$ cat config.mk
export PLATFORM = sky130hd
export DESIGN_NAME = circular_deque_ring_buffer
export DESIGN_NICKNAME = d
export VERILOG_FILES = /design/src/hdl/cdq_pkg.sv /design/src/hdl/circular_deque_ring_buffer.sv /design/src/hdl/cdq_cell.sv /design/src/hdl/cdq_chain.sv
export SDC_FILE = /design/constraint.sdc
export NUM_CORES = 2
export LEC_CHECK = 0
export BUFFER_PORTS_ARGS = -buffer_cell sky130_fd_sc_hd__clkbuf_2
export CAP_MARGIN = 30
export CORE_ASPECT_RATIO = 1.2
export CORE_UTILIZATION = 50
export CTS_BUF_LIST = sky130_fd_sc_hd__clkbuf_16
export CTS_CLUSTER_SIZE = 28
export DETAILED_ROUTE_END_ITERATION = 7
export PLACE_DENSITY = 0.67
export SLEW_MARGIN = 10
export SYNTH_ARGS = -nofsm -noshare
export SYNTH_HDL_FRONTEND = slang
export SYNTH_SLANG_ARGS = --single-unit
$ cat constraint.sdc
create_clock -name clk_i -period 9.6 [get_ports clk_i]
set_clock_uncertainty 0.15 [all_clocks]
set_input_delay 1.92 -clock clk_i [delete_from_list [all_inputs] [get_ports clk_i]]
set_output_delay 1.92 -clock clk_i [all_outputs]
set_load 0.1 [all_outputs]
$ cat src/hdl/cdq_pkg.sv
// Shared types, constants and command codes for the circular deque.
`timescale 1ns / 1ps

package cdq_pkg;

  // Number of cells in the row, width of one element.
  localparam int unsigned DEPTH  = 16;
  localparam int unsigned DATA_W = 32;

  // Fill count must hold DEPTH itself.
  localparam int unsigned CNT_W  = $clog2(DEPTH + 1);
  // Capacity register width is fixed by the register definition.
  localparam int unsigned CAP_W  = 5;
  localparam int unsigned CMP_W  = (CNT_W > CAP_W) ? CNT_W : CAP_W;
  localparam logic [CAP_W-1:0] CAP_RESET = CAP_W'(16);

  localparam int unsigned CMD_W  = 3;

  // Result item: ok, is_empty, is_full, front_value, rear_value.
  localparam int unsigned OUT_BITS = 3 + 2 * DATA_W;
  localparam int unsigned OUT_W    = ((OUT_BITS + 7) / 8) * 8;
  localparam int unsigned IN_W     = ((DATA_W + 7) / 8) * 8;
  localparam int unsigned USER_W   = 8;

  typedef enum logic [CMD_W-1:0] {
    CMD_PUSH_FRONT = 3'd0,
    CMD_PUSH_BACK  = 3'd1,
    CMD_POP_FRONT  = 3'd2,
    CMD_POP_BACK   = 3'd3,
    CMD_QUERY      = 3'd4
  } cdq_cmd_e;

  // Qualified operation broadcast to every cell: at most one bit is set,
  // and only for an accepted item that succeeds.
  typedef struct packed {
    logic push_front;
    logic push_back;
    logic pop_front;
    logic pop_back;
  } cdq_op_t;

endpackage

$ cat src/hdl/circular_deque_ring_buffer.sv
// Top level of the double-ended queue: command decode, fill count, result register.
`timescale 1ns / 1ps
// The result of an item is registered at the edge that accepts it.
// Throughput: one item per cycle while results are taken; the cell row shifts or
//   fills at the edge that accepts the item and the next state feeds the result register directly.
// Reset: all cells empty, fill count zero, capacity 16, no result pending.
// Reset is asynchronous and active low; element data is not reset.

module circular_deque_ring_buffer (
  input  logic                         clk_i,
  input  logic                         rst_ni,
  // capacity register write
  input  logic                         cfg_we_i,
  input  logic [cdq_pkg::CAP_W-1:0]    cfg_wdata_i,
  // item in
  input  logic                         s_axis_tvalid,
  output logic                         s_axis_tready,
  input  logic [cdq_pkg::IN_W-1:0]     s_axis_tdata,  // [31:0] value
  input  logic [cdq_pkg::USER_W-1:0]   s_axis_tuser,  // [2:0] cmd
  // result out
  output logic                         m_axis_tvalid,
  input  logic                         m_axis_tready,
  output logic [cdq_pkg::OUT_W-1:0]    m_axis_tdata   // [0] ok, [1] is_empty, [2] is_full,
                                                      // [34:3] front_value, [66:35] rear_value
);

  localparam int unsigned CmpW = cdq_pkg::CMP_W;

  logic [cdq_pkg::CAP_W-1:0]  cap_q;
  logic [cdq_pkg::CNT_W-1:0]  count_q, count_d;
  logic                       out_valid_q;
  logic [cdq_pkg::OUT_W-1:0]  out_data_q;

  logic                       accept;
  logic                       full_now, empty_now;
  logic                       full_after, empty_after;
  logic                       ok;
  cdq_pkg::cdq_op_t           op;
  cdq_pkg::cdq_cmd_e          cmd;
  logic [cdq_pkg::DATA_W-1:0] push_data;
  logic [cdq_pkg::DEPTH-1:0]  cell_valid;
  logic [cdq_pkg::DATA_W-1:0] front_next, rear_next;
  logic [cdq_pkg::DATA_W-1:0] front_val, rear_val;

  // Take a new item whenever the result register is free or being drained.
  assign s_axis_tready = !out_valid_q || m_axis_tready;
  assign accept        = s_axis_tvalid && s_axis_tready;

  assign cmd       = cdq_pkg::cdq_cmd_e'(s_axis_tuser[cdq_pkg::CMD_W-1:0]);
  assign push_data = s_axis_tdata[cdq_pkg::DATA_W-1:0];

  // Full when the count reaches the capacity or the physical row size;
  // a capacity of zero keeps the deque full at all times.
  assign full_now  = (CmpW'(count_q) >= CmpW'(cap_q)) ||
                     (CmpW'(count_q) >= CmpW'(cdq_pkg::DEPTH));
  assign empty_now = (count_q == '0);

  always_comb begin
    op      = '0;
    ok      = 1'b0;
    count_d = count_q;
    case (cmd)
      cdq_pkg::CMD_PUSH_FRONT: begin
        ok            = !full_now;
        op.push_front = accept && !full_now;
      end
      cdq_pkg::CMD_PUSH_BACK: begin
        ok           = !full_now;
        op.push_back = accept && !full_now;
      end
      cdq_pkg::CMD_POP_FRONT: begin
        ok           = !empty_now;
        op.pop_front = accept && !empty_now;
      end
      cdq_pkg::CMD_POP_BACK: begin
        ok          = !empty_now;
        op.pop_back = accept && !empty_now;
      end
      cdq_pkg::CMD_QUERY: begin
        ok = 1'b1;
      end
      default: begin
        // unknown command: report state, change nothing
        ok = 1'b0;
      end
    endcase
    if (op.push_front || op.push_back) begin
      count_d = count_q + 1'b1;
    end else if (op.pop_front || op.pop_back) begin
      count_d = count_q - 1'b1;
    end
  end

  cdq_chain u_chain (
    .clk_i        (clk_i),
    .rst_ni       (rst_ni),
    .op_i         (op),
    .push_data_i  (push_data),
    .valid_o      (cell_valid),
    .front_next_o (front_next),
    .rear_next_o  (rear_next)
  );

  // Flags and values describe the state after the operation.
  assign full_after  = (CmpW'(count_d) >= CmpW'(cap_q)) ||
                       (CmpW'(count_d) >= CmpW'(cdq_pkg::DEPTH));
  assign empty_after = (count_d == '0);
  assign front_val   = empty_after ? '1 : front_next;
  assign rear_val    = empty_after ? '1 : rear_next;

  always_ff @(posedge clk_i or negedge rst_ni) begin
    if (!rst_ni) begin
      cap_q       <= cdq_pkg::CAP_RESET;
      count_q     <= '0;
      out_valid_q <= 1'b0;
    end else begin
      if (cfg_we_i) begin
        cap_q <= cfg_wdata_i;
      end
      count_q <= count_d;
      if (accept) begin
        out_valid_q <= 1'b1;
      end else if (m_axis_tready) begin
        out_valid_q <= 1'b0;
      end
    end
  end

  // Hold the result payload until the next accepted item replaces it.
  always_ff @(posedge clk_i) begin
    if (accept) begin
      out_data_q <= cdq_pkg::OUT_W'({rear_val, front_val, full_after, empty_after, ok});
    end
  end

  assign m_axis_tvalid = out_valid_q;
  assign m_axis_tdata  = out_data_q;

  // The fill count always matches the number of occupied cells.
  a_count_matches_cells: assert property (@(posedge clk_i) disable iff (!rst_ni)
    CmpW'(count_q) == CmpW'($countones(cell_valid)))
    else $error("fill count differs from occupied cells");

  // Occupied cells form one unbroken run starting at cell 0.
  a_cells_packed: assert property (@(posedge clk_i) disable iff (!rst_ni)
    ((cell_valid + 1'b1) & cell_valid) == '0)
    else $error("occupied cells are not contiguous from the front");

  // The count never exceeds the row size.
  a_count_bound: assert property (@(posedge clk_i) disable iff (!rst_ni)
    CmpW'(count_q) <= CmpW'(cdq_pkg::DEPTH))
    else $error("fill count exceeds row size");

  // A successful pop removes exactly one element.
  a_pop_count: assert property (@(posedge clk_i) disable iff (!rst_ni)
    (op.pop_front || op.pop_back) |=> (count_q == $past(count_q) - 1'b1))
    else $error("pop did not lower the fill count by one");

  // An empty result reports all-ones front and rear values.
  a_empty_values: assert property (@(posedge clk_i) disable iff (!rst_ni)
    (m_axis_tvalid && m_axis_tdata[1]) |->
      (m_axis_tdata[cdq_pkg::OUT_BITS-1:3] == '1))
    else $error("empty result carries element values");

endmodule

$ cat src/hdl/cdq_cell.sv
// One storage cell of the deque row: holds one element and its valid bit.
`timescale 1ns / 1ps

module cdq_cell (
  input  logic                        clk_i,
  input  logic                        rst_ni,
  input  cdq_pkg::cdq_op_t            op_i,
  input  logic [cdq_pkg::DATA_W-1:0]  push_data_i,
  input  logic [cdq_pkg::DATA_W-1:0]  left_data_i,
  input  logic                        left_valid_i,
  input  logic [cdq_pkg::DATA_W-1:0]  right_data_i,
  input  logic                        right_valid_i,
  output logic [cdq_pkg::DATA_W-1:0]  data_o,
  output logic                        valid_o,
  output logic [cdq_pkg::DATA_W-1:0]  data_next_o,
  output logic                        valid_next_o
);

  logic [cdq_pkg::DATA_W-1:0] data_q, data_d;
  logic                       valid_q, valid_d;

  always_comb begin
    data_d  = data_q;
    valid_d = valid_q;
    if (op_i.push_front) begin
      // shift toward the rear; cell 0 sees the new item on its left
      data_d  = left_data_i;
      valid_d = left_valid_i;
    end else if (op_i.push_back) begin
      // first empty cell takes the item
      if (!valid_q && left_valid_i) begin
        data_d  = push_data_i;
        valid_d = 1'b1;
      end
    end else if (op_i.pop_front) begin
      data_d  = right_data_i;
      valid_d = right_valid_i;
    end else if (op_i.pop_back) begin
      // last occupied cell drops its element
      if (valid_q && !right_valid_i) begin
        valid_d = 1'b0;
      end
    end
  end

  always_ff @(posedge clk_i or negedge rst_ni) begin
    if (!rst_ni) begin
      valid_q <= 1'b0;
    end else begin
      valid_q <= valid_d;
    end
  end

  always_ff @(posedge clk_i) begin
    data_q <= data_d;
  end

  assign data_o       = data_q;
  assign valid_o      = valid_q;
  assign data_next_o  = data_d;
  assign valid_next_o = valid_d;

endmodule

$ cat src/hdl/cdq_chain.sv
// Row of deque cells with front and rear taps on the next state.
`timescale 1ns / 1ps

module cdq_chain (
  input  logic                        clk_i,
  input  logic                        rst_ni,
  input  cdq_pkg::cdq_op_t            op_i,
  input  logic [cdq_pkg::DATA_W-1:0]  push_data_i,
  output logic [cdq_pkg::DEPTH-1:0]   valid_o,
  output logic [cdq_pkg::DATA_W-1:0]  front_next_o,
  output logic [cdq_pkg::DATA_W-1:0]  rear_next_o
);

  logic [cdq_pkg::DATA_W-1:0] data_q  [cdq_pkg::DEPTH];
  logic [cdq_pkg::DATA_W-1:0] data_d  [cdq_pkg::DEPTH];
  logic [cdq_pkg::DEPTH-1:0]  valid_q;
  logic [cdq_pkg::DEPTH-1:0]  valid_d;
  logic [cdq_pkg::DEPTH-1:0]  last_d;

  for (genvar i = 0; i < cdq_pkg::DEPTH; i++) begin : g_cell
    logic [cdq_pkg::DATA_W-1:0] left_data, right_data;
    logic                       left_valid, right_valid;

    if (i == 0) begin : g_head
      // the new item enters from the left edge of the row
      assign left_data  = push_data_i;
      assign left_valid = 1'b1;
    end else begin : g_mid
      assign left_data  = data_q[i-1];
      assign left_valid = valid_q[i-1];
    end

    if (i == cdq_pkg::DEPTH - 1) begin : g_tail
      assign right_data  = '0;
      assign right_valid = 1'b0;
    end else begin : g_inner
      assign right_data  = data_q[i+1];
      assign right_valid = valid_q[i+1];
    end

    cdq_cell u_cell (
      .clk_i         (clk_i),
      .rst_ni        (rst_ni),
      .op_i          (op_i),
      .push_data_i   (push_data_i),
      .left_data_i   (left_data),
      .left_valid_i  (left_valid),
      .right_data_i  (right_data),
      .right_valid_i (right_valid),
      .data_o        (data_q[i]),
      .valid_o       (valid_q[i]),
      .data_next_o   (data_d[i]),
      .valid_next_o  (valid_d[i])
    );
  end

  // The rear element sits in the last valid cell of the next state.
  assign last_d = valid_d & ~(valid_d >> 1);

  always_comb begin
    rear_next_o = '0;
    for (int i = 0; i < cdq_pkg::DEPTH; i++) begin
      rear_next_o = rear_next_o | (data_d[i] & {cdq_pkg::DATA_W{last_d[i]}});
    end
  end

  assign front_next_o = data_d[0];
  assign valid_o      = valid_q;

endmodule
==> results_dict.tcl <==
set metrics [dict create \
    area_growth_pct 6.86 \
    critPathRequiredTime_ns 9.74 \
    worstPathArrival_ns 6.76 \
    overflow 0 \
    worst_pin_slew_ns 1.11 \
    synth.top_cell.area_share 0.317 \
    worstSetupEndpointType "flip-flop" \
    p_total_mw 12.1 \
    worstReg2RegStart "cap_q[4]" \
    cts_root_buffer "clkbuf_16" \
    synth_top_area_cell "dfxtp_1" \
    violations "DRC" \
    initial_core_util 0.508 \
    hp-class "flip-flop to flip-flop" \
    slew-limit-headroom 0.257 \
    fp.dieW_um 234 \
    die_area_um2 65700 \
    clk_pin_slew_worst_paths_ns 0.06 \
    hold_viol_final 0 \
    dpl.hpwl_mm 74.6 \
    vias_per_cell 7.27 \
    min_path_cells 2 \
    nNetsFinal 3756 \
    p_leak_nw 12.4 \
    path_max_fanout 47 \
    gp_congestion 0.898 \
    synth_flop_cell "dfxtp_1" \
    die_y_um 280 \
    rr_endpoint "m_axis_tdata[63]" \
    drc 14 \
    clock_path_buffers 3 \
    clock_latency_ns 0.63 \
    path_class "input port to flip-flop" \
    synth_edf_count 67 \
    synth.distinct_cells 93 \
    cp-start-kind "input port" \
    postSynthCellCount 3891 \
    hold_buffers 0 \
    fmax_mhz 151 \
    outcome "finished with violations" \
    post_cts_resized 0 \
    critPathMaxStageDelay_ns 0.70 \
    post_cts_buffers 0 \
    cp_slowest_cell "o211ai_2" \
    cts_sinks 606 \
    grt_pass1_wl_mm 193 \
    synth_warnings 0 \
    rrSetupSlack_ns 3.33 \
    pwr_density_cell_nw_per_um2 350 \
    final.min_clock_period_ns 6.62 \
    avgRoutedWirePerCell_um 29.0 \
    cap_violations 0 \
    tns_ns 0 \
    synth-seq-cells 606 \
    totalWireLength_mm 133 \
    async_flop_share 0.0446 \
    grt_use_total 0.394 \
    finalSetupViolCount 0 \
    drive_above_1_share 0.111 \
    core_area_um2 63600 \
    slew_viol_final 0 \
    cts_tree "done" \
    syn_area_per_cell_um2 8.30 \
    antenna_found_initial 9 \
    htree_levels 3 \
    grt_max_degree 226 \
    dr.pass1.iters 8 \
    utilization 0.543 \
    io_pins 124 \
    io_buffers 113 \
    drt_iter0_drc 5725 \
    ys_seq_area_frac 0.400 \
    grt_pass1_vias 30538 \
    fill_cells 5976 \
    numCtsBuffers 67 \
    ir_drop_v 0.000292 \
    vias 33208 \
    fp-row-count 101 \
    ant_nets 0 \
    synth_area_leaders "dfxtp_1 (32%), o22ai_1 (8.7%), o31ai_1 (7.4%), edfxtp_1 (6.2%), nor3_1 (5.8%)" \
    period_share 0.689 \
    netlist_area_um2 32300 \
    rsz0062_at_grt "no" \
    hold_path_end "u_chain.g_cell[1].u_cell.data_o[28]" \
    r2r_cells 13 \
    hp-start "u_chain.g_cell[0].u_cell.data_o[28]" \
    path_cells "clkbuf_2 -> a2111oi_2 -> o21a_1 -> buf_4 -> nand3_4 -> o211ai_2 -> inv_2 -> nand2b_1 -> inv_2 -> buf_4 -> a2111oi_0 -> nand4_1" \
]
==> flip-flops by register name (all words and copies together), names as in the netlist <==
| name | flops |
|---|---|
| cap_q | 5 |
| m_axis_tvalid | 1 |
| count_q | 5 |
| m_axis_tdata | 67 |
| u_chain.g_cell.u_cell.valid_o | 16 |
| u_chain.g_cell.u_cell.data_o | 512 |
==> worst max path at each step <==
| stage | endpoint | cells after the start | startpoint | slack [ns] |
|---|---|---|---|---|
| floorplan | m_axis_tdata[2] | 11 | s_axis_tvalid | 2.86 |
| global placement | m_axis_tdata[63] | 12 | s_axis_tuser[2] | 2.54 |
| detailed placement | m_axis_tdata[63] | 12 | s_axis_tuser[2] | 2.52 |
| CTS | m_axis_tdata[63] | 12 | s_axis_tuser[2] | 3.16 |
| global route | m_axis_tdata[63] | 12 | s_axis_tuser[2] | 2.94 |
| finish | m_axis_tdata[63] | 12 | s_axis_tuser[2] | 2.98 |
==> layout by cell type, fill, tap and decap left out, types with 8 or more instances in the layout <==
cell       Yosys  final
nor4_1        22     22
o31ai_1      317    317
or3_1         57     56
a31oi_1       32     32
a222oi_1      10     10
o31ai_2       19     19
a2bb2oi_1      8      8
o221ai_1      26     26
a22oi_1       40     40
nor3_1       376    374
o22ai_1      449    448
inv_2          8      8
ha_1          13     13
o2bb2ai_1     19     19
a221oi_1      22     22
dfrtp_1       26     26
clkbuf_16      0     73
a21oi_1       37     36
a22o_1        30     29
nand2b_1      24     24
a32o_1        20     20
a2111oi_0     60     60
edfxtp_1      67     67
clkinv_1       1     18
inv_1        116    134
dfxtp_1      512    512
nor2_1       127    124
o221a_2       32     32
and4_2         0     12
o31a_1        39     39
clkbuf_2       0    113
and2_1        44     44
o32ai_1        8      8
buf_4         38     79
nand4_1       57     57
nand2_1      481    479
nand3_1       39     39
a211oi_1      15     14
nor2b_1      116    114
o21ai_0       43     43
==> stage by stage <==
stage / area [um^2] / worst slack (ns) / instances / hold slack [ns]
2_1_floorplan: 32300 / 2.86 / 3895 / 0.289
3_3_place_gp: 32400 / 2.54 / 4442 / 0.307
3_5_place_dp: 32500 / 2.52 / 4447 / 0.312
4_1_cts: 34500 / 3.16 / 4565 / 0.322
5_1_grt: 34500 / 2.94 / 4566 / 0.349
6_report: 34500 / 2.98 / 4569 / 0.324
==> layout make-up <==
cell class	instances	area (um^2)	share of cell area
antenna	3	7.51	0.000217
clock buffer	73	1830	0.0529
clock inverter	45	218	0.00630
inverter	125	469	0.0136
multi-input combinational	2693	16700	0.485
sequential	606	12900	0.375
tap	824	1030	0.0299
timing repair buffer	200	1310	0.0379
==> critical path, delay by kind of cell <==
family | cells | cell delay, ns
AO/OA/AOI/OAI | 4 | 1.74
buffers and inverters | 5 | 1.48
AND/OR/NAND/NOR | 3 | 1.58
==> power breakdown <==
| part | leakage [nW] | internal [mW] | switching, mW | total, mW |
|---|---|---|---|---|
| clock | 1.07 | 1.39 | 1.11 | 2.50 |
| combinational | 6.07 | 1.61 | 3.05 | 4.66 |
| sequential | 5.28 | 3.95 | 0.969 | 4.92 |
| total | 12.4 | 6.94 | 5.13 | 12.1 |
==> cells by family after synthesis <==
| kind of cell | count (synthesis) | share of synthesized area |
|---|---|---|
| xor+xnor | 2 | 0.000542 |
| simple gates | 1389 | 0.211 |
| compound gates | 1283 | 0.297 |
| flops | 606 | 0.400 |
| other cells | 1 | 0.000116 |
| buf+inv | 596 | 0.0856 |
| mux | 1 | 0.000348 |
| fa+ha+maj | 13 | 0.00503 |
==> synthesized netlist by cell type (55+ instances only) <==
| library cell | n |
|---|---|
| clkbuf_1 | 190 |
| or3_1 | 57 |
| buf_2 | 164 |
| nor2b_1 | 116 |
| a2111oi_0 | 60 |
| o22ai_1 | 449 |
| nor2_1 | 127 |
| nand4_1 | 57 |
| dfxtp_1 | 512 |
| nand2_1 | 481 |
| o31ai_1 | 317 |
| nor3_1 | 376 |
| buf_1 | 55 |
| edfxtp_1 | 67 |
| inv_1 | 116 |
==> metal layers <==
metal	vias up	GRT usage	wire, um
met2	2421	0.567	55500
met5	-	0	54
met3	643	0.0998	16800
met1	15762	0.505	49200
met4	8	0.290	11000
li1	14374	-	-
Note: power is estimated with default switching activity, not from simulation.
